==> src/c2p_pkg.sv <==
`timescale 1ns / 1ps

package c2p_pkg;

    // CORDIC depth
    localparam int ITER_DEFAULT = 16;
    localparam int ITER_MAX     = 24;

    // square root: one result bit per cell
    localparam int SQRT_STEPS = 16;

    localparam int CX_W   = 35;   // x, y scaled by 2^16 plus CORDIC gain
    localparam int Z_W    = 34;   // angle accumulator, radians Q4.30
    localparam int REM_W  = 32;   // x^2 + y^2 and its remainder
    localparam int ROOT_W = 16;
    localparam int DEG_W  = 18;

    localparam logic signed [Z_W-1:0] QUARTER_TURN = 34'sh0_6487_ED51;

    // deg = floor((|z| * 11459 + 100 * 2^22) / (25 * 2^25))
    localparam logic [13:0] DEG_MUL   = 14'd11459;
    localparam logic [45:0] DEG_BIAS  = 46'd419430400;
    localparam int          DEG_SHIFT = 25;
    localparam logic [20:0] RECIP_25  = 21'd1342177;   // floor(2^25 / 25)
    localparam logic [21:0] DIV_25    = 22'd25;

    localparam logic [DEG_W-1:0] FULL_CIRCLE_Q8 = 18'd92160;
    localparam logic [ROOT_W-1:0] RADIUS_MAX    = 16'd46341;

    typedef struct packed {
        logic signed [CX_W-1:0] cx;
        logic signed [CX_W-1:0] cy;
        logic signed [Z_W-1:0]  z;
        logic [REM_W-1:0]       rem;
        logic [ROOT_W-1:0]      root;
        logic                   origin;
    } c2p_stage_t;

    // atan(2^-i) * 2^30, truncated
    function automatic logic [29:0] atan_entry(input int unsigned idx);
        logic [29:0] v;
        case (idx)
            0:       v = 30'h3243F6A8;
            1:       v = 30'h1DAC6705;
            2:       v = 30'h0FADBAFC;
            3:       v = 30'h07F56EA6;
            4:       v = 30'h03FEAB76;
            5:       v = 30'h01FFD55B;
            6:       v = 30'h00FFFAAA;
            7:       v = 30'h007FFF55;
            8:       v = 30'h003FFFEA;
            9:       v = 30'h001FFFFD;
            10:      v = 30'h000FFFFF;
            11:      v = 30'h0007FFFF;
            12:      v = 30'h0003FFFF;
            13:      v = 30'h0001FFFF;
            14:      v = 30'h0000FFFF;
            15:      v = 30'h00007FFF;
            16:      v = 30'h00003FFF;
            17:      v = 30'h00001FFF;
            18:      v = 30'h00000FFF;
            19:      v = 30'h000007FF;
            20:      v = 30'h000003FF;
            21:      v = 30'h000001FF;
            22:      v = 30'h000000FF;
            23:      v = 30'h0000007F;
            default: v = 30'h0;
        endcase
        return v;
    endfunction

endpackage

==> src/c2p_cell.sv <==
`timescale 1ns / 1ps

module c2p_cell #(
    parameter int STEP    = 0,
    parameter bit ROT_EN  = 1'b1,
    parameter bit SQRT_EN = 1'b1
) (
    input  logic                clk,
    input  logic                rst_n,
    input  logic                in_valid,
    output logic                in_ready,
    input  c2p_pkg::c2p_stage_t in_data,
    output logic                out_valid,
    input  logic                out_ready,
    output c2p_pkg::c2p_stage_t out_data
);
    import c2p_pkg::*;

    // result bit resolved by this cell
    localparam int SB = SQRT_EN ? (SQRT_STEPS - 1 - STEP) : 0;

    logic                   valid_reg;
    c2p_stage_t             data_reg;
    c2p_stage_t             data_next;
    logic signed [CX_W-1:0] cx_in;
    logic signed [CX_W-1:0] cy_in;
    logic signed [CX_W-1:0] dx;
    logic signed [CX_W-1:0] dy;
    logic signed [Z_W-1:0]  z_step;
    logic [REM_W+1:0]       trial;

    assign in_ready = !valid_reg || out_ready;

    always_comb
    begin
        data_next = in_data;
        cx_in  = in_data.cx;
        cy_in  = in_data.cy;
        dx     = cy_in >>> STEP;
        dy     = cx_in >>> STEP;
        z_step = signed'({4'b0, atan_entry(STEP)});
        trial  = ({18'b0, in_data.root} << (SB + 1)) + (34'd1 << (2 * SB));

        if (ROT_EN)
        begin
            if (cy_in >= 0)
            begin
                data_next.cx = cx_in + dx;
                data_next.cy = cy_in - dy;
                data_next.z  = in_data.z + z_step;
            end
            else
            begin
                data_next.cx = cx_in - dx;
                data_next.cy = cy_in + dy;
                data_next.z  = in_data.z - z_step;
            end
        end

        // remainder holds s - root^2
        if (SQRT_EN)
        begin
            if ({2'b0, in_data.rem} >= trial)
            begin
                data_next.rem  = in_data.rem - trial[REM_W-1:0];
                data_next.root = in_data.root | (16'd1 << SB);
            end
        end
    end

    always_ff @(posedge clk or negedge rst_n)
    begin
        if (!rst_n)
        begin
            valid_reg <= 1'b0;
        end
        else if (in_ready)
        begin
            valid_reg <= in_valid;
        end
    end

    always_ff @(posedge clk)
    begin
        if (in_ready && in_valid)
        begin
            data_reg <= data_next;
        end
    end

    assign out_valid = valid_reg;
    assign out_data  = data_reg;

endmodule

==> config.mk <==
export PLATFORM = sky130hd
export DESIGN_NAME = c2p_cell
export DESIGN_NICKNAME = d
export VERILOG_FILES = /design/src/c2p_pkg.sv /design/src/c2p_cell.sv
export SDC_FILE = /design/constraint.sdc
export NUM_CORES = 1
export LEC_CHECK = 0
export ABC_AREA = 1
export BUFFER_PORTS_ARGS = -buffer_cell sky130_fd_sc_hd__buf_2
export CAP_MARGIN = 40
export CORE_ASPECT_RATIO = 1.2
export CORE_MARGIN = 3
export CORE_UTILIZATION = 57
export DETAILED_ROUTE_END_ITERATION = 6
export GPL_TIMING_DRIVEN = 0
export HOLD_SLACK_MARGIN = 0.15
export PLACE_DENSITY_LB_ADDON = 0.25
export SETUP_SLACK_MARGIN = 0.02
export SYNTH_ARGS = -nofsm -noshare
export SYNTH_HDL_FRONTEND = slang
export SYNTH_SLANG_ARGS = --single-unit
==> constraint.sdc <==
create_clock -name clk -period 10.4 [get_ports clk]
set_input_delay 2.08 -clock clk [delete_from_list [all_inputs] [get_ports clk]]
set_output_delay 2.08 -clock clk [all_outputs]
set_load 0.01 [all_outputs]
* Word level (Yosys, flattened, before mapping)
Index checks and enable logic that the tools add are counted.
** Operators by class
- Add/sub/neg operators :: 7
- Magnitude comparators :: 2
- Mux-type cells :: 2
- Reductions and logical operators :: 3
** Operators by type and width (number)
- 104-bit two-way mux :: 1
- 35-bit subtractor :: 2
- 48-bit two-way mux :: 1
- 35-bit adder :: 1
- 35-bit by 1-bit >= comparator with 1-bit output (second input constant) :: 1
- 34-bit by 31-bit adder with 34-bit output (second input constant) :: 1
- 34-bit by 31-bit subtractor with 34-bit output (second input constant) :: 1
- 32-bit by 31-bit adder with 33-bit output (second input constant) :: 1
- 32-bit by 33-bit >= comparator with 1-bit output :: 1
- 32-bit subtractor :: 1
- 1-bit logical AND :: 1
- 1-bit logical NOT :: 1
- 1-bit logical OR :: 1
** Word-level totals
- Register bits after elaboration :: 154
- Output and inout port bits :: 155

* Depth between registers and ports, before layout
- Word-level depth :: 3
- Depth in mapped cells :: 17
- Mapped depth without buffers :: 16

* Worst setup path after synthesis
Ideal clock, no wire load.
- Path type :: input to register
- Start :: input in_valid
- End :: register data_reg (netlist bit out_data[0]), enable pin
- Library setup time :: 0.714 ns
- Arrival :: 9.431 ns
- Setup slack :: 0.255 ns
- Cell stages on the path :: 2
- Buffers on the path :: 0
- Path through :: inv_1 -> a21oi_1
** Between the ends
- Word-level cells in the longest chain between the ends :: 1
** RTL lines
- from (decl) :: line c2p_cell.sv:10 : input logic in_valid,
- 1-bit logical AND :: line c2p_cell.sv:85 : if (in_ready && in_valid)
- to (signal assigned) :: line c2p_cell.sv:87 : data_reg <= data_next;
- to (decl) :: line c2p_cell.sv:23 : c2p_stage_t data_reg;
Every way passes these cells.
A chain may end at the register's enable or synchronous reset.

==> metrics.txt <==
Max H-tree Level=4; vias in the first global route=about 16k; run status=complete, but fails checks; DP HPWL=46,500 µm; element type at the critical path end=flip-flop; reg2reg setup slack=8.54 ns; # rows=64; fin worst setup slack=5.70 ns; failing checks=design-rule violations; slowest stage delay, CP=approximately 0.38 ns; share of flip-flops with an asynchronous set or reset=less than 1%; Max Fclk=213 MHz; Hold-fix buffers, CTS=0; count leader, synth=nand2_1; number of vias after detailed routing=16.9k; Clk network pwr share=between 20% and 30%; Post-Route WL=56,900 µm; Worst path top cell family by delay=buffers and inverters; switching part of the total=39.7%; start point of the worst hold path=out_valid$_DFFE_PN0N_; share of the synthesized area in the top cell type=30.0%; share of final-layout standard cells stronger than drive strength 1=18.1%; post-CTS clock slew at the launch and capture registers of the worst setup and hold paths=0.07 ns; horizontal die dimension=155 µm; cells after synthesis=2,196; slowest stage cell, crit path=ha_1; count of buffers inserted at the top-level ports=around 310; final hold viol count=0; later-pin clock latency in the skew report=around 0.45 ns; cell-internal power=1.35 mW; share of total power in sequential cells=around a third; Buffers & Inverters on Critical Path=5; Avg Vias per Cell=5.87; height of the chip=~190 µm; WHS=0.629 ns; Final Setup Violations=0; crit-path cells=buf_2 > buf_4 > inv_1 > buf_4 > clkbuf_8 > ha_1 > a21oi_1 > nand2_1 > nand3_1 > nand2_1 > a21o_1 > nand3_1 > nand3_1 > nand2_1 > nand2_1; Cell Area, Placed=0.0173 mm²; number of buffers added by the clock tree synthesis step=17; Distinct cells, synth=50; Top-Level Pins=approximately 310; slew at the pin closest to its max-slew limit=slightly below 0.9 ns; peak ir drop on the vdd network=102 µV; routability-driven placement congestion ratio=1.04; top area cells in the synthesized netlist=edfxtp_1 (30%), nand2_1 (16%), ha_1 (12%); placeable core region=0.0259 mm²; endpoint arrival time on the critical path=4.87 ns; number of synthesized register bits=153; global-route wire length before repair=85,500 µm; final sum of negative setup slack=0 ns; quantity of gates resized following cts=0; maximum clock skew at final layout=0.0106 ns; DRC=2; CTS sink count=153; relative slew slack=41.9%; growth of design area from synthesis to finish=17.4%; initial core utilization=58.9%; CTS root buffer=clkbuf_16; maximum net fanout on the critical path=24; kind of critical path=in2reg; Net Switching=0.891 mW; count of warnings emitted by yosys=0; mean instance size in the synthesized netlist=6.94 µm²; reg2reg start=out_valid$_DFFE_PN0N_; ANT nets after route=0; overall routing resource usage=between 30% and 40%; hold path cells=2; cell types with the highest counts after synthesis=nand2_1 (648), inv_1 (309), nand3_1 (187); post-CTS setup buffer count=0; Final min period=4.70 ns; sequential-to-total area share from yosys stat=between 30% and 40%; total congestion overflow after global routing=0; post-synthesis net count=roughly 2.5k; capture endpoint of the worst hold path=out_valid$_DFFE_PN0N_; worst setup slack after placement=5.33 ns; antenna violations before repair=0; Startpoint Class=input pin; drt pass-1 iters=7; worst r2r dst=out_data[42]$_DFFE_PP_; final std cells w/o fill=2,876; clock tree from TritonCTS=built; max capacitance violation total=0; total standard cell area after synthesis=around 0.015 mm²; class of the most critical hold timing path=reg2reg; Gate power share=38.3%; cell count after placement=2,844; LEAKAGE=9.20 nW; drt first-iter violations=1,730; Period Utilization, post-route=45.2%; number of max-slew violations in the final report=0; number of cells traversed by the worst register-to-register path=3; post-route cell area=0.0179 mm²; ant diodes=0; number of buffers on the longest clock path=2; Synth area leader=edfxtp_1; Total Die Area=0.0287 mm²; largest net degree at the start of global routing=32; top_reg_cell synth=edfxtp_1; power density over cell area=125 mW/mm²; number of flops mapped to enable cells by yosys=between 150 and 200; crit-path most repeated cell=nand2_1; Layout Nets=2,843; average detailed-routed wire length per instance=19.8 µm; CP required=between 10 and 15 ns; setup repair after global routing missed its margin=no
-- state kept, by name, indices dropped and copies added, names as in the netlist --
signal,count
out_data,152
out_valid,1
-- cell type report --
cell class | count | area, µm²
Clock buffer | 17 | 425
Multi-Input combinational cell | 1668 | 9080
Fill cell | 2212 | 7980
Inverter | 325 | 1220
Timing Repair Buffer | 318 | 1690
Clock inverter | 15 | 114
Sequential cell | 153 | 4590
Buffer | 50 | 354
Tap cell | 330 | 413
-- worst reg2reg max path: cells and delay by family (launching register included) --
kind                   cells  cell delay, ns
buffers and inverters      2            0.54
flip-flops                 1            0.43
AO/OA/AOI/OAI              1            0.58
-- kinds of logic after synthesis --
| group | share of synthesized area [%] |
|---|---|
| fa+ha+maj | 12.8 |
| buf+inv | 10.3 |
| xor+xnor | 3.80 |
| simple gates | 30.8 |
| mux | 0.0657 |
| compound gates | 12.0 |
| flops | 30.1 |
-- worst max path at each step --
| stage | from | endpoint | slack [ns] | cells after the start |
|---|---|---|---|---|
| floorplan | in_valid | out_data[0]$_DFFE_PP_ | 0.26 | 2 |
| global placement | in_valid | out_data[150]$_DFFE_PP_ | -2.18 | 3 |
| detailed placement | in_data[117] | out_data[77]$_DFFE_PP_ | 5.33 | 15 |
| CTS | in_data[117] | out_data[77]$_DFFE_PP_ | 5.79 | 15 |
| global route | in_data[117] | out_data[78]$_DFFE_PP_ | 5.58 | 13 |
| finish | in_data[117] | out_data[77]$_DFFE_PP_ | 5.70 | 15 |
-- per-stage QoR --
| step | util (%) | total power [mW] |
|---|---|---|
| after floorplan | - | 1.33 |
| after detailed placement | 67.1 | 1.62 |
| after CTS | 69.1 | 2.22 |
| final | 69.1 | 2.24 |
| after global routing | 69.1 | 2.34 |
| after global placement | 66.5 | 1.61 |
-- power by group through the flow --
stage                     Combinational [mW]  Sequential (mW)  Clock (mW)
after floorplan                        0.499            0.830           0
after global placement                 0.800            0.806           0
after detailed placement               0.826            0.794           0
after CTS                              0.834            0.782       0.601
after global routing                   0.932            0.786       0.627
final                                  0.859            0.782       0.603
-- cells in the final DEF, fill, tap and decap left out, types with 27 or more instances in the layout --
cell      instances
nand2_1         648
nor2_1          172
o21ai_0          95
inv_1           309
xor2_1           57
edfxtp_1        152
buf_4            27
a21oi_1         167
nand3_1         187
buf_2           319
ha_1            148
-- per-layer routing --
metal	share of wire (%)	GRT usage (%)	wire (µm)	vias up
met5	0	0	0	-
met4	7.4	25.2	4230	0
met3	10	6.29	5670	278
met2	48	66.6	27200	1158
met1	35	43.7	19800	7619
li1	-	-	-	7822
(Power assumes the default switching activity.)
