**src/c2p_pkg.sv**
```systemverilog
`timescale 1ns / 1ps

package c2p_pkg;

    // CORDIC depth
    localparam int ITER_DEFAULT = 16;
    localparam int ITER_MAX     = 24;

    // square root: one result bit per cell
    localparam int SQRT_STEPS = 16;

    localparam int CX_W   = 35;   // x, y scaled by 2^16 plus CORDIC gain
    localparam int Z_W    = 34;   // angle accumulator, radians Q4.30
    localparam int REM_W  = 32;   // x^2 + y^2 and its remainder
    localparam int ROOT_W = 16;
    localparam int DEG_W  = 18;

    localparam logic signed [Z_W-1:0] QUARTER_TURN = 34'sh0_6487_ED51;

    // deg = floor((|z| * 11459 + 100 * 2^22) / (25 * 2^25))
    localparam logic [13:0] DEG_MUL   = 14'd11459;
    localparam logic [45:0] DEG_BIAS  = 46'd419430400;
    localparam int          DEG_SHIFT = 25;
    localparam logic [20:0] RECIP_25  = 21'd1342177;   // floor(2^25 / 25)
    localparam logic [21:0] DIV_25    = 22'd25;

    localparam logic [DEG_W-1:0] FULL_CIRCLE_Q8 = 18'd92160;
    localparam logic [ROOT_W-1:0] RADIUS_MAX    = 16'd46341;

    typedef struct packed {
        logic signed [CX_W-1:0] cx;
        logic signed [CX_W-1:0] cy;
        logic signed [Z_W-1:0]  z;
        logic [REM_W-1:0]       rem;
        logic [ROOT_W-1:0]      root;
        logic                   origin;
    } c2p_stage_t;

    // atan(2^-i) * 2^30, truncated
    function automatic logic [29:0] atan_entry(input int unsigned idx);
        logic [29:0] v;
        case (idx)
            0:       v = 30'h3243F6A8;
            1:       v = 30'h1DAC6705;
            2:       v = 30'h0FADBAFC;
            3:       v = 30'h07F56EA6;
            4:       v = 30'h03FEAB76;
            5:       v = 30'h01FFD55B;
            6:       v = 30'h00FFFAAA;
            7:       v = 30'h007FFF55;
            8:       v = 30'h003FFFEA;
            9:       v = 30'h001FFFFD;
            10:      v = 30'h000FFFFF;
            11:      v = 30'h0007FFFF;
            12:      v = 30'h0003FFFF;
            13:      v = 30'h0001FFFF;
            14:      v = 30'h0000FFFF;
            15:      v = 30'h00007FFF;
            16:      v = 30'h00003FFF;
            17:      v = 30'h00001FFF;
            18:      v = 30'h00000FFF;
            19:      v = 30'h000007FF;
            20:      v = 30'h000003FF;
            21:      v = 30'h000001FF;
            22:      v = 30'h000000FF;
            23:      v = 30'h0000007F;
            default: v = 30'h0;
        endcase
        return v;
    endfunction

endpackage

```
**src/c2p_front.sv**
```systemverilog
`timescale 1ns / 1ps

module c2p_front (
    input  logic                     clk,
    input  logic                     rst_n,
    input  logic                     in_valid,
    output logic                     in_ready,
    input  logic signed [15:0]       x_coord,
    input  logic signed [15:0]       y_coord,
    output logic                     out_valid,
    input  logic                     out_ready,
    output c2p_pkg::c2p_stage_t      out_data
);
    import c2p_pkg::*;

    logic                   valid_reg;
    c2p_stage_t             data_reg;
    c2p_stage_t             data_next;
    logic signed [16:0]     xe;
    logic signed [16:0]     ye;
    logic signed [16:0]     cx17;
    logic signed [16:0]     cy17;
    logic signed [31:0]     x_sq;
    logic signed [31:0]     y_sq;

    assign in_ready = !valid_reg || out_ready;

    always_comb
    begin
        xe   = 17'(x_coord);
        ye   = 17'(y_coord);
        x_sq = x_coord * x_coord;
        y_sq = y_coord * y_coord;
        data_next.z = '0;
        cx17 = xe;
        cy17 = ye;
        // left half plane: quarter turn toward the right half
        if (x_coord < 0)
        begin
            if (y_coord >= 0)
            begin
                cx17 = ye;
                cy17 = -xe;
                data_next.z = QUARTER_TURN;
            end
            else
            begin
                cx17 = -ye;
                cy17 = xe;
                data_next.z = -QUARTER_TURN;
            end
        end
        data_next.cx     = {{2{cx17[16]}}, cx17, 16'b0};
        data_next.cy     = {{2{cy17[16]}}, cy17, 16'b0};
        data_next.rem    = REM_W'(x_sq) + REM_W'(y_sq);
        data_next.root   = '0;
        data_next.origin = (x_coord == 0) && (y_coord == 0);
    end

    always_ff @(posedge clk or negedge rst_n)
    begin
        if (!rst_n)
        begin
            valid_reg <= 1'b0;
        end
        else if (in_ready)
        begin
            valid_reg <= in_valid;
        end
    end

    always_ff @(posedge clk)
    begin
        if (in_ready && in_valid)
        begin
            data_reg <= data_next;
        end
    end

    assign out_valid = valid_reg;
    assign out_data  = data_reg;

endmodule

```
**config.mk**
```make
export PLATFORM = sky130hd
export DESIGN_NAME = c2p_front
export DESIGN_NICKNAME = d
export VERILOG_FILES = /design/src/c2p_pkg.sv /design/src/c2p_front.sv
export SDC_FILE = /design/constraint.sdc
export NUM_CORES = 1
export LEC_CHECK = 0
export ABC_AREA = 1
export BUFFER_PORTS_ARGS = -buffer_cell sky130_fd_sc_hd__buf_2
export CORE_ASPECT_RATIO = 1.4
export CORE_MARGIN = 3
export CORE_UTILIZATION = 55
export DETAILED_ROUTE_END_ITERATION = 10
export GPL_TIMING_DRIVEN = 1
export PLACE_DENSITY = 0.71
export SLEW_MARGIN = 10
export SYNTH_ARGS = -nofsm -noshare
export SYNTH_HDL_FRONTEND = slang
export SYNTH_SLANG_ARGS = --single-unit
```
**constraint.sdc**
```tcl
create_clock -name clk -period 8.3 [get_ports clk]
set_input_delay 1.66 -clock clk [delete_from_list [all_inputs] [get_ports clk]]
set_output_delay 1.66 -clock clk [all_outputs]
set_load 0.02 [all_outputs]
```
Yosys cells after proc, flatten, opt, wreduce, memory -nomap -nowiden:

Cells that the tools add are included.

* reductions and logical operators: 6
* $lt $le $gt $ge: 2
* multiply operators: 2
* muxes and demuxes: 5
* $add $sub $neg: 3

Operator list (count)
* $mux 17: 4
* $logic_not 32->1: 2
* $mul 16x16->32: 2
* $mux 34: 1
* $neg 16->17: 2
* $add 32x32->32: 1
* $ge 16x1->1 const B: 1
* $lt 16x1->1 const B: 1
* $logic_and 1x1->1: 2
* $logic_not 1->1: 1
* $logic_or 1x1->1: 1

* output and inout port bits: 155
* logic and storage cells: 24
* input bits: 36
* register bits after elaboration: 102

Longest topological paths before layout:

Gate-level depths: netlist of run 1.

* word-level depth: 3
* mapped depth: 30

Least setup slack after synthesis of run 1:

OpenSTA, ideal clock, no wires.

* path type: input port to flip-flop
* start: in y_coord[15]
* end: reg data_reg, in the netlist out_data[48] (data pin)
* path slack: 0.005 ns
* library setup time: 0.252 ns
* required time: 8.048 ns
* arrival time: 8.042 ns
* stages: 27
* cells stage by stage: buf_2 clkbuf_1 nand2_1 fa_1 inv_1 fa_1 inv_1 fa_1 inv_1 fa_1 inv_1 fa_1 fa_1 inv_1 fa_1 inv_1 fa_1 inv_1 ha_1 inv_1 nor3_1 nand2_1 o21bai_1 nand3_1 inv_1 nand2_1 nand2_1

RTL lines
* start: declaration: RTL line c2p_front.sv:9 `input logic signed [15:0] y_coord,`
* end signal: assignment: RTL line c2p_front.sv:76 `data_reg <= data_next;`
* end: declaration: RTL line c2p_front.sv:17 `c2p_stage_t data_reg;`

==> results.py, run 1 <==
metrics = {
    "final_layout": {
        "fin_area_um2": 24000,
        "drive_gt1_share_pct": 12.5,
        "fillers": 3492,
        "layout.nets": 3346,
        "area_growth_pct": 8.35,
    },
    "sta": {
        "slew_viol_final": 0,
        "setup_viol": 0,
        "tightest_slew_ps": 1010,
        "timing.fmax_ghz": 0.125,
        "fin_crit_ps": 7990,
        "maxSlewHeadroom_pct": 32.9,
        "skew_ps": 24.2,
        "period_share_pct": 96.3,
        "finalHoldViolations": 0,
    },
    "yosys": {
        "yosysUniqueCellTypes": 53,
        "synth_top_area_share_pct": 46.9,
        "syn_area_per_cell_um2": 8.96,
        "async_flop_share_pct": 1.41,
        "ys_top_cells_by_area": "fa_1 47%, inv_1 13%, edfxtp_1 9.5%",
        "yosysMostFrequentCell": "inv_1",
        "synth_ff_type": "edfxtp_1",
        "syn-cell-area_um2": 22100,
        "ys_seq_area_share_pct": 9.61,
        "yosysTopAreaCell": "fa_1",
        "synth-edff-count": 70,
        "synth_common_cells": "777 x inv_1, 519 x fa_1, 411 x nand2_1, 159 x ha_1, 85 x buf_4",
        "synth_seq_cells": 71,
        "syn_inst": 2471,
        "yosys_warnings": 0,
    },
    "global_routing": {
        "grt_pass1_wl_um": 94800,
        "track_usage_pct": 29.2,
        "grt_max_degree": 71,
        "grt_pass1_vias": 18400,
        "antenna_found_initial": 1,
        "grt-ovfl-total": 0,
    },
    "die": {
        "start_util_pct": 55.9,
        "die_w_um": 176,
        "ios": 191,
        "fp-row-count": 86,
        "core_um2": 39600,
        "dieHeight_um": 243,
        "die_area_um2": 42700,
    },
    "setup_path": {
        "end_kind": "flip-flop",
        "crit_type": "in -> reg",
        "r2r_setup_slack_ps": 6530,
        "rr_worst_depth": 2,
        "arrival_ps": 8180,
        "cp_max_fo": 13,
        "required_ps": 8490,
        "rr_endpoint": "out_data[109]$_DFFE_PP_",
        "reg2reg_from": "out_valid$_DFFE_PN0N_",
        "crit_path_start_kind": "primary input",
    },
    "drt": {
        "num_vias": 16200,
        "detail-route-antenna-nets": 0,
        "wl_um": 58300,
        "drt_iter0_markers": 990,
        "drc": 0,
        "vias_per_cell": 5.11,
        "drtPass1Iterations": 7,
        "wl_per_cell_um": 18.4,
    },
    "cts": {
        "hold_buffers": 0,
        "clk_pin_slew_ps": 60,
        "clockBufferDepth": 2,
        "cts.sinks": 71,
        "cts_tree": "built",
        "numCtsBuffers": 9,
        "clock_latency_ps": 370,
        "root_buffer": "clkbuf_16",
        "h-tree-depth": 3,
    },
    "run_status": {
        "status": "complete, no violations",
    },
    "placed_design": {
        "routabilityCongestion": 0.953,
        "io_buffers": 142,
        "dp_hpwl_um": 50700,
        "place_area_um2": 23700,
    },
    "worst_hold_path": {
        "hold_start": "out_valid$_DFFE_PN0N_",
        "min_path_type": "reg -> reg",
        "min_path_cells": 2,
        "hold_end": "out_valid$_DFFE_PN0N_",
    },
    "run": {
        "drv_cap": 0,
    },
}
[flip-flops by register name, summed over array words and instances (netlist names)]
name and cells:
out_valid 1, out_data 70
[cell usage in the layout (no fill, tap or decap), types with 3 or more instances in the layout]
master / Yosys / routed
a21oi_1: 39 / 38
or2_1: 3 / 3
clkbuf_16: 0 / 9
or2_2: 5 / 5
buf_4: 85 / 111
o21bai_1: 8 / 8
clkinvlp_4: 0 / 3
o221ai_1: 3 / 3
o31ai_1: 3 / 3
nand3_1: 48 / 48
nor3_1: 10 / 10
xnor2_1: 11 / 11
nor2_2: 5 / 5
clkinv_2: 3 / 3
nor2_4: 3 / 3
nand3b_1: 3 / 3
ha_1: 159 / 159
nand3_2: 3 / 3
nand2_1: 411 / 411
nand4_1: 8 / 8
inv_2: 13 / 13
o21ai_1: 17 / 18
fa_1: 519 / 519
a31oi_1: 3 / 3
nand2_2: 4 / 4
buf_2: 14 / 142
xor2_1: 31 / 31
conb_1: 1 / 49
edfxtp_1: 70 / 70
a21o_1: 6 / 6
o21ai_0: 38 / 37
inv_4: 3 / 3
o211ai_1: 5 / 5
inv_1: 777 / 776
buf_12: 0 / 7
nor2_1: 80 / 80
[final cells by class]
type                            count  area (µm²)  area share (%)
Antenna cell                        1        2.50          0.0104
Clock buffer                        9         225           0.939
Clock inverter                      7        63.8           0.266
Inverter                          797        3010            12.5
Multi-Input combinational cell   1493       16200            67.6
Sequential cell                    71        2130            8.87
Tap cell                          528         661            2.75
Timing Repair Buffer              260        1680            7.02
[metrics by stage]
| step | cells | setup WS (ps) | util, % | TNS (ps) | hold slack [ps] |
|---|---|---|---|---|---|
| global route | 3166 | -6.05 | 60.6 | -6.05 | 623 |
| floorplan | 2519 | 5.35 | - | 0 | 768 |
| finish | 3166 | 309 | 60.6 | 0 | 578 |
| detailed placement | 3148 | -95.6 | 59.8 | -134 | 575 |
| global placement | 3148 | -49.4 | 59.8 | -49.4 | 549 |
| CTS | 3164 | 274 | 60.5 | 0 | 591 |
[worst max-delay path, stage by stage]
cell,delay (ps)
buf_2,300
nand2_1,130
inv_1,130
fa_1,480
fa_1,490
fa_1,660
clkinvlp_4,190
buf_12,170
fa_1,470
inv_1,50
fa_1,480
fa_1,500
fa_1,490
inv_1,50
fa_1,470
inv_1,40
ha_1,340
nand2_1,140
nor2_1,250
inv_1,70
nor2_1,150
nand4_1,110
nand3_1,130
xor2_1,210
[what timing repair did]
item | CTS | global route
buffers inserted | 0 | 1
endpoints found under the setup margin | 0 | 2
gates resized for setup | 0 | 2
[metal layers]
metal	track usage, %	vias to the layer above	wire length (µm)
met1	30.3	8107	18900
li1	-	7235	-
met4	25.8	0	6460
met3	2.79	240	2530
met5	0	-	0
met2	52.0	607	30400
[worst max path at each step]
stage                start                endpoint  slack [ps]  cells past startpoint
4_1_cts         x_coord[3]  out_data[44]$_DFFE_PP_         270                     23
3_3_place_gp    x_coord[3]  out_data[44]$_DFFE_PP_         -50                     23
3_5_place_dp    x_coord[3]  out_data[44]$_DFFE_PP_        -100                     23
6_report        x_coord[3]  out_data[42]$_DFFE_PP_         310                     24
2_1_floorplan  y_coord[15]  out_data[48]$_DFFE_PP_           5                     27
5_1_grt         x_coord[3]  out_data[42]$_DFFE_PP_          -6                     24
[logic make-up (layout without fill, tap and decap cells)]
family	count (synthesis)	in the layout	synth area share, %
AO/OA/AOI/OAI	131	131	3.45
XOR/XNOR	42	42	1.66
adder cells (fa/ha/maj)	678	678	55.9
buffers and inverters	955	1073	18.0
flip-flops	71	71	9.61
other	1	50	0.0169
AND/OR/NAND/NOR	593	593	11.3
Power of run 1 is not shown: default switching activity piles up to over one toggle a cycle in this logic, so the estimate is an artifact.
==> inputs of run 2 (changes only) <==
--- a/config.mk
+++ b/config.mk
@@ -7,12 +7,14 @@
 export LEC_CHECK = 0
 export ABC_AREA = 1
 export BUFFER_PORTS_ARGS = -buffer_cell sky130_fd_sc_hd__buf_2
+export CELL_PAD_IN_SITES_DETAIL_PLACEMENT = 0
+export CELL_PAD_IN_SITES_GLOBAL_PLACEMENT = 1
 export CORE_ASPECT_RATIO = 1.4
 export CORE_MARGIN = 3
-export CORE_UTILIZATION = 55
+export CORE_UTILIZATION = 53
 export DETAILED_ROUTE_END_ITERATION = 10
 export GPL_TIMING_DRIVEN = 1
-export PLACE_DENSITY = 0.71
+export PLACE_DENSITY = 0.87
 export SLEW_MARGIN = 10
 export SYNTH_ARGS = -nofsm -noshare
 export SYNTH_HDL_FRONTEND = slang
==> results.py, run 2 (synthesized netlist as in run 1, its figures left out) <==
metrics = {
    "sta": {
        "finalHoldViolations": 0,
        "fin_crit_ps": 7990,
        "tightest_slew_ps": 1020,
        "slew_viol_final": 0,
        "rsz0062_at_grt": "false",
        "setup_tns_ps": 0,
        "maxSlewHeadroom_pct": 32.3,
        "setup_viol": 0,
        "skew_ps": 23.6,
        "period_share_pct": 96.3,
        "timing.fmax_ghz": 0.125,
    },
    "global_routing": {
        "grt_pass1_vias": 18300,
        "track_usage_pct": 29.0,
        "antenna_found_initial": 0,
        "grt_pass1_wl_um": 95500,
        "grt_max_degree": 71,
        "grt-ovfl-total": 0,
    },
    "cts": {
        "root_buffer": "clkbuf_16",
        "clock_latency_ps": 380,
        "numCtsBuffers": 9,
        "cts.sinks": 71,
        "clk_pin_slew_ps": 60,
        "hold_buffers": 0,
        "h-tree-depth": 3,
        "clockBufferDepth": 2,
        "cts_tree": "built",
    },
    "setup_path": {
        "cp_slowest_cell": "fa_1",
        "crit_type": "in -> reg",
        "critPathMaxStageDelay_ps": 540,
        "path_common_cell": "fa_1",
        "arrival_ps": 8100,
        "r2r_setup_slack_ps": 6520,
        "end_kind": "flip-flop",
        "cp_max_fo": 18,
        "reg2reg_from": "out_valid$_DFFE_PN0N_",
        "rr_worst_depth": 2,
        "worstPathCellList": "buf_2 > nand2_1 > fa_1 > inv_1 > fa_1 > inv_1 > fa_1 > fa_1 > fa_1 > inv_1 > fa_1 > inv_1 > fa_1 > fa_1 > inv_1 > ha_1 > a21oi_1 > o21ai_0 > nand2_1 > nand3_1 > buf_4 > nand2_1 > nand2_1 > xor2_1",
        "required_ps": 8410,
        "rr_endpoint": "out_data[115]$_DFFE_PP_",
        "crit_path_start_kind": "primary input",
    },
    "run_status": {
        "status": "complete, no violations",
    },
    "run": {
        "drv_cap": 0,
    },
    "final_layout": {
        "mostFrequentLayoutCells": "776 x inv_1, 519 x fa_1, 411 x nand2_1",
        "layout.nets": 3353,
        "area_growth_pct": 8.82,
        "largest_reg_flops": 70,
        "num_antenna_cells": 0,
        "final_common_cell": "inv_1",
        "drive_gt1_share_pct": 12.7,
    },
    "placed_design": {
        "routabilityCongestion": 0.951,
        "dp_hpwl_um": 51900,
        "io_buffers": 142,
    },
    "die": {
        "die_w_um": 179,
        "dieHeight_um": 248,
        "die_area_um2": 44300,
        "core_um2": 41300,
        "ios": 191,
        "fp-row-count": 88,
        "start_util_pct": 53.6,
    },
    "drt": {
        "detail-route-antenna-nets": 0,
        "drtPass1Iterations": 5,
        "drt_iter0_markers": 812,
        "num_vias": 16200,
        "drc": 0,
        "wl_um": 59600,
        "wl_per_cell_um": 18.7,
        "vias_per_cell": 5.08,
    },
    "worst_hold_path": {
        "min_path_cells": 2,
        "min_path_type": "reg -> reg",
        "hold_start": "out_valid$_DFFE_PN0N_",
        "hold_end": "out_valid$_DFFE_PN0N_",
    },
}
[run 2: changes by cell type in the layout (fill, tap and decap cells not counted), sizes merged]
cell,delta
clkbuf,+1
diode,-1
clkinvlp,-1
buf,+7
clkinv,+2
bufinv,+1
inv,-3
[run 2: cell type report]
| type | count | area, µm² |
|---|---|---|
| multi-input cells | 1493 | 16200 |
| repair buffers | 267 | 1760 |
| flip-flops and latches | 71 | 2130 |
| fillers | 3722 | 17200 |
| clock inverters | 6 | 68.8 |
| clock buffers | 10 | 229 |
| inverters | 797 | 3010 |
| well taps | 540 | 676 |
[run 2: critical path: cells and delay by family]
kind / cells / cell delay [ps]
adder cells (fa/ha/maj): 9 / 4380
buffers and inverters: 7 / 930
AND/OR/NAND/NOR: 5 / 510
AO/OA/AOI/OAI: 2 / 460
XOR/XNOR: 1 / 140
[run 2: timing repair]
item                       in CTS  in global routing
setup endpoints to repair       0                  3
setup buffers                   0                  3
resized for setup               0                  2
[run 2: layer usage]
metal / vias up / part of all wire (%) / GRT usage [%]
met1: 8083 / 32 / 30.1
met3: 251 / 4.3 / 2.82
met4: 0 / 13 / 28.3
met2: 599 / 51 / 50.3
met5: - / 0 / 0
li1: 7247 / - / -
[run 2: worst max-delay path by stage]
stage | start | end | slack, ps | cells after the start
global placement | x_coord[8] | out_data[39]$_DFFE_PP_ | 60 | 21
CTS | x_coord[15] | out_data[48]$_DFFE_PP_ | 360 | 26
finish | x_coord[7] | out_data[34]$_DFFE_PP_ | 310 | 24
global route | x_coord[15] | out_data[46]$_DFFE_PP_ | 6 | 23
detailed placement | x_coord[15] | out_data[46]$_DFFE_PP_ | 6 | 25
floorplan | y_coord[15] | out_data[48]$_DFFE_PP_ | 5 | 27
[run 2: stage by stage]
stage          util, %  hold WS, ps  cells  instance area (µm²)  worst slack [ps]
6_report          58.3          578   3184                24100               308
5_1_grt           58.3          609   3184                24100              6.37
4_1_cts           58.2          583   3181                24000               357
3_5_place_dp      57.5          568   3165                23700              5.60
3_3_place_gp      57.5          549   3165                23700              63.6
2_1_floorplan        -          768   2519                22300              5.35
Power of run 2 is left out for the same reason.
