<file path="config.mk">
export PLATFORM = sky130hd
export DESIGN_NAME = c2p_deg
export DESIGN_NICKNAME = d
export VERILOG_FILES = /design/src/c2p_pkg.sv /design/src/c2p_deg.sv
export SDC_FILE = /design/constraint.sdc
export NUM_CORES = 1
export LEC_CHECK = 0
export ABC_AREA = 1
export BUFFER_PORTS_ARGS = -buffer_cell sky130_fd_sc_hd__buf_4
export CORE_ASPECT_RATIO = 0.5
export CORE_MARGIN = 1
export CORE_UTILIZATION = 60
export DETAILED_ROUTE_END_ITERATION = 10
export PLACE_DENSITY = 0.81
export SLEW_MARGIN = 25
export SYNTH_ARGS = -nofsm -noshare
export SYNTH_HDL_FRONTEND = slang
export SYNTH_SLANG_ARGS = --single-unit
export TNS_END_PERCENT = 100
</file>
<file path="constraint.sdc">
create_clock -name clk -period 11.35 [get_ports clk]
set_input_delay 2.27 -clock clk [delete_from_list [all_inputs] [get_ports clk]]
set_output_delay 2.27 -clock clk [all_outputs]
set_load 0.01 [all_outputs]
</file>
<file path="src/c2p_pkg.sv">
`timescale 1ns / 1ps

package c2p_pkg;

    // CORDIC depth
    localparam int ITER_DEFAULT = 16;
    localparam int ITER_MAX     = 24;

    // square root: one result bit per cell
    localparam int SQRT_STEPS = 16;

    localparam int CX_W   = 35;   // x, y scaled by 2^16 plus CORDIC gain
    localparam int Z_W    = 34;   // angle accumulator, radians Q4.30
    localparam int REM_W  = 32;   // x^2 + y^2 and its remainder
    localparam int ROOT_W = 16;
    localparam int DEG_W  = 18;

    localparam logic signed [Z_W-1:0] QUARTER_TURN = 34'sh0_6487_ED51;

    // deg = floor((|z| * 11459 + 100 * 2^22) / (25 * 2^25))
    localparam logic [13:0] DEG_MUL   = 14'd11459;
    localparam logic [45:0] DEG_BIAS  = 46'd419430400;
    localparam int          DEG_SHIFT = 25;
    localparam logic [20:0] RECIP_25  = 21'd1342177;   // floor(2^25 / 25)
    localparam logic [21:0] DIV_25    = 22'd25;

    localparam logic [DEG_W-1:0] FULL_CIRCLE_Q8 = 18'd92160;
    localparam logic [ROOT_W-1:0] RADIUS_MAX    = 16'd46341;

    typedef struct packed {
        logic signed [CX_W-1:0] cx;
        logic signed [CX_W-1:0] cy;
        logic signed [Z_W-1:0]  z;
        logic [REM_W-1:0]       rem;
        logic [ROOT_W-1:0]      root;
        logic                   origin;
    } c2p_stage_t;

    // atan(2^-i) * 2^30, truncated
    function automatic logic [29:0] atan_entry(input int unsigned idx);
        logic [29:0] v;
        case (idx)
            0:       v = 30'h3243F6A8;
            1:       v = 30'h1DAC6705;
            2:       v = 30'h0FADBAFC;
            3:       v = 30'h07F56EA6;
            4:       v = 30'h03FEAB76;
            5:       v = 30'h01FFD55B;
            6:       v = 30'h00FFFAAA;
            7:       v = 30'h007FFF55;
            8:       v = 30'h003FFFEA;
            9:       v = 30'h001FFFFD;
            10:      v = 30'h000FFFFF;
            11:      v = 30'h0007FFFF;
            12:      v = 30'h0003FFFF;
            13:      v = 30'h0001FFFF;
            14:      v = 30'h0000FFFF;
            15:      v = 30'h00007FFF;
            16:      v = 30'h00003FFF;
            17:      v = 30'h00001FFF;
            18:      v = 30'h00000FFF;
            19:      v = 30'h000007FF;
            20:      v = 30'h000003FF;
            21:      v = 30'h000001FF;
            22:      v = 30'h000000FF;
            23:      v = 30'h0000007F;
            default: v = 30'h0;
        endcase
        return v;
    endfunction

endpackage

</file>
<file path="src/c2p_deg.sv">
`timescale 1ns / 1ps

module c2p_deg (
    input  logic                clk,
    input  logic                rst_n,
    input  logic                wrap_mode,
    input  logic                in_valid,
    output logic                in_ready,
    input  c2p_pkg::c2p_stage_t in_data,
    output logic                out_valid,
    input  logic                out_ready,
    output logic [15:0]         radius,
    output logic [17:0]         angle_deg
);
    import c2p_pkg::*;

    localparam int NST = 5;

    logic [NST-1:0]     v_reg;
    logic [NST-1:0]     en;

    // stage 1: magnitude, sign, rounded radius
    logic [31:0]        a1_reg;
    logic               neg1_reg;
    logic               org1_reg;
    logic [15:0]        rad1_reg;
    // stage 2: scaled angle
    logic [45:0]        p2_reg;
    logic               neg2_reg;
    logic               org2_reg;
    logic [15:0]        rad2_reg;
    // stage 3: quotient estimate
    logic [20:0]        w3_reg;
    logic [16:0]        q03_reg;
    logic               neg3_reg;
    logic               org3_reg;
    logic [15:0]        rad3_reg;
    // stage 4: corrected quotient
    logic [16:0]        q4_reg;
    logic               neg4_reg;
    logic               org4_reg;
    logic [15:0]        rad4_reg;
    // stage 5: output
    logic [15:0]        rad5_reg;
    logic [17:0]        deg5_reg;

    logic [31:0]        a1_next;
    logic [15:0]        rad1_next;
    logic [45:0]        p2_next;
    logic [20:0]        w3_next;
    logic [41:0]        prod3;
    logic [21:0]        r4;
    logic [16:0]        q4_next;
    logic [17:0]        deg5_next;
    logic signed [Z_W-1:0] z_abs;

    always_comb
    begin
        en[NST-1] = !v_reg[NST-1] || out_ready;
        for (int i = NST - 2; i >= 0; i--)
        begin
            en[i] = !v_reg[i] || en[i+1];
        end
    end

    assign in_ready = en[0];

    always_comb
    begin
        z_abs     = (in_data.z < 0) ? -in_data.z : in_data.z;
        a1_next   = z_abs[31:0];
        rad1_next = in_data.root
                  + 16'({in_data.rem > {16'b0, in_data.root}});
        p2_next   = ({14'b0, a1_reg} * {32'b0, DEG_MUL}) + DEG_BIAS;
        w3_next   = p2_reg[45:DEG_SHIFT];
        prod3     = {21'b0, w3_next} * {21'b0, RECIP_25};
        r4        = {1'b0, w3_reg} - ({5'b0, q03_reg} << 4)
                  - ({5'b0, q03_reg} << 3) - {5'b0, q03_reg};
        q4_next   = q03_reg + 17'({r4 >= DIV_25});
        if (org4_reg)
        begin
            deg5_next = '0;
        end
        else if (neg4_reg && (q4_reg != 0))
        begin
            deg5_next = wrap_mode ? (FULL_CIRCLE_Q8 - {1'b0, q4_reg})
                                  : (18'd0 - {1'b0, q4_reg});
        end
        else
        begin
            deg5_next = {1'b0, q4_reg};
        end
    end

    always_ff @(posedge clk or negedge rst_n)
    begin
        if (!rst_n)
        begin
            v_reg <= '0;
        end
        else
        begin
            if (en[0])
            begin
                v_reg[0] <= in_valid;
            end
            for (int i = 1; i < NST; i++)
            begin
                if (en[i])
                begin
                    v_reg[i] <= v_reg[i-1];
                end
            end
        end
    end

    always_ff @(posedge clk)
    begin
        if (en[0] && in_valid)
        begin
            a1_reg   <= a1_next;
            neg1_reg <= (in_data.z < 0);
            org1_reg <= in_data.origin;
            rad1_reg <= rad1_next;
        end
        if (en[1] && v_reg[0])
        begin
            p2_reg   <= p2_next;
            neg2_reg <= neg1_reg;
            org2_reg <= org1_reg;
            rad2_reg <= rad1_reg;
        end
        if (en[2] && v_reg[1])
        begin
            w3_reg   <= w3_next;
            q03_reg  <= prod3[41:DEG_SHIFT];
            neg3_reg <= neg2_reg;
            org3_reg <= org2_reg;
            rad3_reg <= rad2_reg;
        end
        if (en[3] && v_reg[2])
        begin
            q4_reg   <= q4_next;
            neg4_reg <= neg3_reg;
            org4_reg <= org3_reg;
            rad4_reg <= rad3_reg;
        end
        if (en[4] && v_reg[3])
        begin
            rad5_reg <= rad4_reg;
            deg5_reg <= deg5_next;
        end
    end

    assign out_valid = v_reg[NST-1];
    assign radius    = rad5_reg;
    assign angle_deg = deg5_reg;

endmodule
</file>
# [Word level (Yosys, flattened, before mapping)]
# Index checks and enable logic that the tools add are counted.
[op_classes] add_sub_neg=9 n_mul=2 n_lt_le_gt_ge=3 mux=3 bitwise_logic=1 n_reduce_logical=18
[ops] cell="$add A46 B29 Y46 const B" n=1
[ops] cell="$mul A32 B14 Y46 const B" n=1
[ops] cell="$mul A21 B21 Y42 const B" n=1
[ops] cell="$lt A34 B1 Y1 const B" n=1
[ops] cell="$gt A32 B16 Y1" n=1
[ops] cell="$mux W32" n=1
[ops] cell="$neg A32 Y32" n=1
[ops] cell="$ge A22 B5 Y1 const B" n=1
[ops] cell="$sub A21 B21 Y22" n=1
[ops] cell="$sub A22 B17 Y22" n=1
[ops] cell="$sub A22 B20 Y22" n=1
[ops] cell="$mux W18" n=1
[ops] cell="$sub A1 B17 Y18 const A" n=1
[ops] cell="$sub A17 B17 Y18 const A" n=1
[ops] cell="$add A17 B1 Y17" n=1
[ops] cell="$mux W17" n=1
[ops] cell="$reduce_bool A17 Y1" n=1
[ops] cell="$add A16 B1 Y16" n=1
[ops] cell="$logic_and A1 B1 Y1" n=6
[ops] cell="$logic_not A1 Y1" n=5
[ops] cell="$logic_or A1 B1 Y1" n=5
[ops] cell="$reduce_or A2 Y1" n=1
[ops] cell="$not A1 Y1" n=1
[word_totals] regBits=244 input_bits=158 wordCells=61

# [Logic depth before layout (Yosys ltp)]
[logic_depth] depth_word=7 depth_mapped=28 mapped_depth_nobuf=28

# [Worst setup path after synthesis]
# OpenSTA, ideal clock, no wires.
[synth_timing] path_type="input-to-output" startpoint="in out_ready" endpoint="out in_ready" t_arrival_ns=3.066 required_time_ns=9.080 setup_slack_ns=6.014 stages=10 cell_sequence="nor2_1 > inv_1 > nor2_1 > inv_1 > nor2_1 > inv_1 > nor2_1 > inv_1 > nor2_1 > inv_1"
[synth_between] elab_chain_len=5
[synth_lines] item="start: declaration" line_no="c2p_deg.sv:11" rtl="input logic out_ready,"
[synth_lines] item="$logic_or A1 B1 Y1" line_no="c2p_deg.sv:59" rtl="en[NST-1] = !v_reg[NST-1] || out_ready;"
[synth_lines] item="$logic_or A1 B1 Y1 (4 in series)" line_no="c2p_deg.sv:62" rtl="en[i] = !v_reg[i] || en[i+1];"
[synth_lines] item="end: declaration" line_no="c2p_deg.sv:8" rtl="output logic in_ready,"
# Every way passes these cells.

# [Final worst setup path]
[layout_timing] startpoint="reg p2_reg[36]" endpoint="reg q03_reg[16], data pin"
[layout_between] elab_chain_len=1
[layout_lines] item="start: declaration" line_no="c2p_deg.sv:28" rtl="logic [45:0] p2_reg;"
[layout_lines] item="start signal: assignment" line_no="c2p_deg.sv:128" rtl="p2_reg <= p2_next;"
[layout_lines] item="$mul A21 B21 Y42" line_no="c2p_deg.sv:76" rtl="prod3 = {21'b0, w3_next} * {21'b0, RECIP_25};"
[layout_lines] item="net prod3[41]" line_no="c2p_deg.sv:51" rtl="logic [41:0] prod3;"
[layout_lines] item="end signal: assignment" line_no="c2p_deg.sv:136" rtl="q03_reg <= prod3[41:DEG_SHIFT];"
[layout_lines] item="end: declaration" line_no="c2p_deg.sv:34" rtl="logic [16:0] q03_reg;"
# The timed path passes the listed nets, and every way through them passes these cells.
# A chain may end at the register's enable or synchronous reset.

==> summary.txt <==
Layout
  • Number of flip-flops under the largest register name: 32
  • Synthesis-to-layout area growth: 8.81%
  • Final-layout fill cell count: 3415
  • Fraction of layout cells with a size suffix above 1: 6.28%
  • Number of nets in the finished design: 4063
  • Antenna diode instance count: 0

Synthesis
  • Yosys cell types: 46
  • FF+latch count, synth: 219
  • Prevailing post-synth register cell: sky130_fd_sc_hd__edfxtp_1
  • Syn nets: 3919
  • Average instance area after synthesis: around 9.4 um^2
  • Main combinational cell family by area after synthesis: adder cells
  • Proportion of synthesized area in mux cells: 0%
  • Async SR Flop Fraction: 2.28%
  • Syn Std Cell Area: between 20000 and 30000 um^2
  • Xor/xnor share of the synthesized area: 3.02%
  • Post-synthesis instance total: approximately 2900
  • Fraction of the yosys area taken by sequential cells: 23.6%
  • Synth warn: 0
  • Adder and majority cell fraction of the synthesized area: between 40% and 50%
  • Number of flops mapped to enable cells by yosys: 214
  • Simple-gate share of the synthesized area: a little under an eighth
  • Synth Area in Compound Gates: 6.05%

Clock network
  • Clock transition at the registers of the reported paths: around 70 ps
  • Clock root buffer: sky130_fd_sc_hd__clkbuf_16
  • Clock buffers created by TritonCTS: 22
  • CTS H-tree lvls: 1
  • Clock insertion delay at the later pin of the skew report: around 540 ps
  • Setup Fix Bufs, Post-CTS: 0
  • Maximum root-to-sink buffer count: 3
  • CTS Hold Buffers Added: 0
  • Number of sinks driven by the clock tree: 219
  • Clock tree from TritonCTS: built
  • Count of instances resized after the clock tree is built: 0

STA
  • Transition at the pin with the smallest max-transition slack: 877 ps
  • Accumulated negative setup slack: 0 ps
  • Clock period minus worst slack: 6170 ps
  • Final cycle utilization of the critical path: 54.4%
  • Hold violation count in the final report: 0
  • Number of pins exceeding their max-slew limit in the final report: 0
  • Worst clock skew on the final layout: 15.8 ps
  • Setup-violating endpoint count in the final report: 0
  • Maximum achievable frequency: ~160 MHz
  • Max-slew headroom at the worst pin: 41.5%
  • RSZ-0062 raised after global routing: no

GRT
  • Wire length of the first global-routing pass: between 100 and 150 mm
  • Antenna violations before repair: 1
  • Total grt overflow: 0
  • Vias in the first global route: 21200
  • GRT Overall Usage: a little over a quarter
  • Maximum number of pins on one net before global-route repair: 57

Worst setup path
  • Crit. End Element: flip-flop
  • Critical path data arrival time: approximately 6500 ps
  • R2r endpoint: q03_reg[16]
  • Critical path data required time: 11650 ps
  • FF-to-FF path depth: 20
  • Maximum fanout count along the critical path: 10
  • Classification of the worst setup path: reg -> reg
  • Startpoint type of the worst setup path: flip-flop
  • R2R Setup Slk: 5180 ps
  • Startpoint of the worst-slack reg-to-reg timing path: p2_reg[36]

Worst hold path
  • Startpoint of the most critical hold path: rad2_reg[14]
  • Hold EP: rad3_reg[14]
  • Hold Path Depth: 0
  • Class of the most critical hold timing path: reg -> reg

Die
  • Initial Util: 61.2%
  • Boundary Pins: 194
  • Floorplan Core Area: 45400 um^2
  • # rows: 55
  • Floorplan die width: 306 um
  • Die area: 47300 um^2
  • Die Y-Extent: 154 um

Route
  • Residual DRC count: 0
  • Detailed-router iteration count before antenna repair: 5
  • Number of violations reported at the end of detailed-routing iteration 0: ~1100
  • Vias/cell: ~5.4
  • Avg WL per Cell: around 17 um
  • Post-route ant nets: 0
  • Via count: about 20000
  • Post-detailed-routing wire length: 61.7 mm

Place
  • Quantity of I/O buffers inserted on ports: 122
  • Final weighted congestion in routability-driven placement: 0.948
  • Final HPWL from detailed placement: 52.1 mm

Flow run
  • Max Cap Viol: 0

Run status
  • Status: finished, final reports clean
==> per-layer routing <==
metal | track usage [%] | vias to the layer above | part of all wire [%]
li1 | - | 9693 | -
met1 | 33.8 | 9673 | 43
met2 | 49.3 | 433 | 50
met3 | 3.73 | 128 | 4.5
met4 | 7.36 | 0 | 2.7
met5 | 0 | - | 0
==> critical path, stage by stage (launching register included) <==
cell                       delay [ps]
sky130_fd_sc_hd__edfxtp_1         930
sky130_fd_sc_hd__ha_1             410
sky130_fd_sc_hd__fa_1             550
sky130_fd_sc_hd__inv_1             60
sky130_fd_sc_hd__fa_1             480
sky130_fd_sc_hd__fa_1             500
sky130_fd_sc_hd__inv_1             60
sky130_fd_sc_hd__fa_1             500
sky130_fd_sc_hd__fa_1             510
sky130_fd_sc_hd__ha_1             340
sky130_fd_sc_hd__ha_1             380
sky130_fd_sc_hd__a21oi_1          250
sky130_fd_sc_hd__inv_1             60
sky130_fd_sc_hd__a31oi_1          210
sky130_fd_sc_hd__o21ai_0          140
sky130_fd_sc_hd__a21oi_1          140
sky130_fd_sc_hd__nand2_1          140
sky130_fd_sc_hd__nand2_1          110
sky130_fd_sc_hd__nand2_1           50
sky130_fd_sc_hd__nand2_1           60
sky130_fd_sc_hd__nand2_1           60
==> placed cells by master, fill, tap and decap left out, types with 5 or more instances in the layout <==
cell type	Yosys	routed
sky130_fd_sc_hd__o21bai_1	15	15
sky130_fd_sc_hd__nand4_1	27	27
sky130_fd_sc_hd__o21ai_1	8	8
sky130_fd_sc_hd__dfrtp_1	5	5
sky130_fd_sc_hd__nand2_1	356	356
sky130_fd_sc_hd__edfxtp_1	214	214
sky130_fd_sc_hd__a31oi_1	15	15
sky130_fd_sc_hd__a21oi_1	131	131
sky130_fd_sc_hd__o21a_1	16	16
sky130_fd_sc_hd__xnor2_1	27	27
sky130_fd_sc_hd__inv_1	760	759
sky130_fd_sc_hd__inv_2	6	6
sky130_fd_sc_hd__a21o_1	9	9
sky130_fd_sc_hd__o21ai_0	86	86
sky130_fd_sc_hd__nand3b_1	8	8
sky130_fd_sc_hd__ha_1	496	496
sky130_fd_sc_hd__clkbuf_16	0	22
sky130_fd_sc_hd__nor3_1	37	37
sky130_fd_sc_hd__nand3_1	74	74
sky130_fd_sc_hd__nor2_1	194	191
sky130_fd_sc_hd__fa_1	321	321
sky130_fd_sc_hd__nand3_2	6	6
sky130_fd_sc_hd__buf_4	0	125
sky130_fd_sc_hd__xor2_1	69	69
sky130_fd_sc_hd__nor4_1	16	16
==> synth_stat cells, types with 2 or more instances <==
library cell	number	area share (%)
sky130_fd_sc_hd__a211oi_1	4	0.11
sky130_fd_sc_hd__a21boi_0	4	0.11
sky130_fd_sc_hd__a21o_1	9	0.24
sky130_fd_sc_hd__a21oi_1	131	2.4
sky130_fd_sc_hd__a221oi_1	2	0.063
sky130_fd_sc_hd__a31oi_1	15	0.34
sky130_fd_sc_hd__and2_1	2	0.045
sky130_fd_sc_hd__and3_1	4	0.090
sky130_fd_sc_hd__buf_2	2	0.036
sky130_fd_sc_hd__clkbuf_1	4	0.054
sky130_fd_sc_hd__dfrtp_1	5	0.45
sky130_fd_sc_hd__edfxtp_1	214	23
sky130_fd_sc_hd__fa_1	321	23
sky130_fd_sc_hd__ha_1	496	22
sky130_fd_sc_hd__inv_1	760	10
sky130_fd_sc_hd__inv_2	6	0.081
sky130_fd_sc_hd__nand2_1	356	4.8
sky130_fd_sc_hd__nand2_2	2	0.045
sky130_fd_sc_hd__nand3_1	74	1.3
sky130_fd_sc_hd__nand3_2	6	0.22
sky130_fd_sc_hd__nand3b_1	8	0.22
sky130_fd_sc_hd__nand4_1	27	0.61
sky130_fd_sc_hd__nor2_1	194	2.6
sky130_fd_sc_hd__nor2_2	3	0.068
sky130_fd_sc_hd__nor3_1	37	0.67
sky130_fd_sc_hd__nor3_2	3	0.11
sky130_fd_sc_hd__nor3_4	3	0.18
sky130_fd_sc_hd__nor4_1	16	0.36
sky130_fd_sc_hd__o2111ai_1	2	0.063
sky130_fd_sc_hd__o21a_1	16	0.43
sky130_fd_sc_hd__o21ai_0	86	1.5
sky130_fd_sc_hd__o21ai_1	8	0.14
sky130_fd_sc_hd__o21bai_1	15	0.41
sky130_fd_sc_hd__o31ai_1	2	0.054
sky130_fd_sc_hd__or2_1	2	0.045
sky130_fd_sc_hd__xnor2_1	27	0.85
sky130_fd_sc_hd__xor2_1	69	2.2
==> stage by stage <==
stage / setup WS [ps] / utilization (%) / cells / hold slack, ps / cell area, um^2
floorplan: 6010 / - / 2944 / 400 / 27800
global route: 4990 / 66.6 / 3702 / 411 / 30300
global placement: 5360 / 64.9 / 3661 / 400 / 29500
CTS: 5220 / 66.6 / 3701 / 410 / 30200
detailed placement: 5230 / 64.9 / 3661 / 405 / 29500
finish: 5180 / 66.6 / 3702 / 412 / 30300
==> layout make-up <==
type | instances | area, um^2 | area share (%)
Multi-Input combinational cell | 1953 | 18400 | 60.7
Sequential cell | 219 | 6550 | 21.7
Inverter | 766 | 2880 | 9.51
Timing Repair Buffer | 126 | 958 | 3.17
Tap cell | 598 | 748 | 2.47
Clock buffer | 24 | 558 | 1.84
Clock inverter | 16 | 190 | 0.629
==> worst max path at each step <==
stage	slack [ps]	from	depth (start not counted)	endpoint
after CTS	5220	p2_reg[36]	20	q03_reg[16]
after global routing	4990	p2_reg[36]	20	q03_reg[16]
after detailed placement	5230	p2_reg[36]	20	q03_reg[16]
after floorplan	6010	out_ready	10	in_ready
after global placement	5360	p2_reg[36]	20	q03_reg[16]
final	5180	p2_reg[36]	20	q03_reg[16]
==> cell families after synthesis <==
family                   Yosys count
AND/OR/NAND/NOR                  740
buffers and inverters            772
AO/OA/AOI/OAI                    300
flip-flops                       219
adder cells (fa/ha/maj)          817
XOR/XNOR                          96
Power is not shown: default switching activity piles up to over one toggle a cycle in this logic, so the estimate is an artifact.
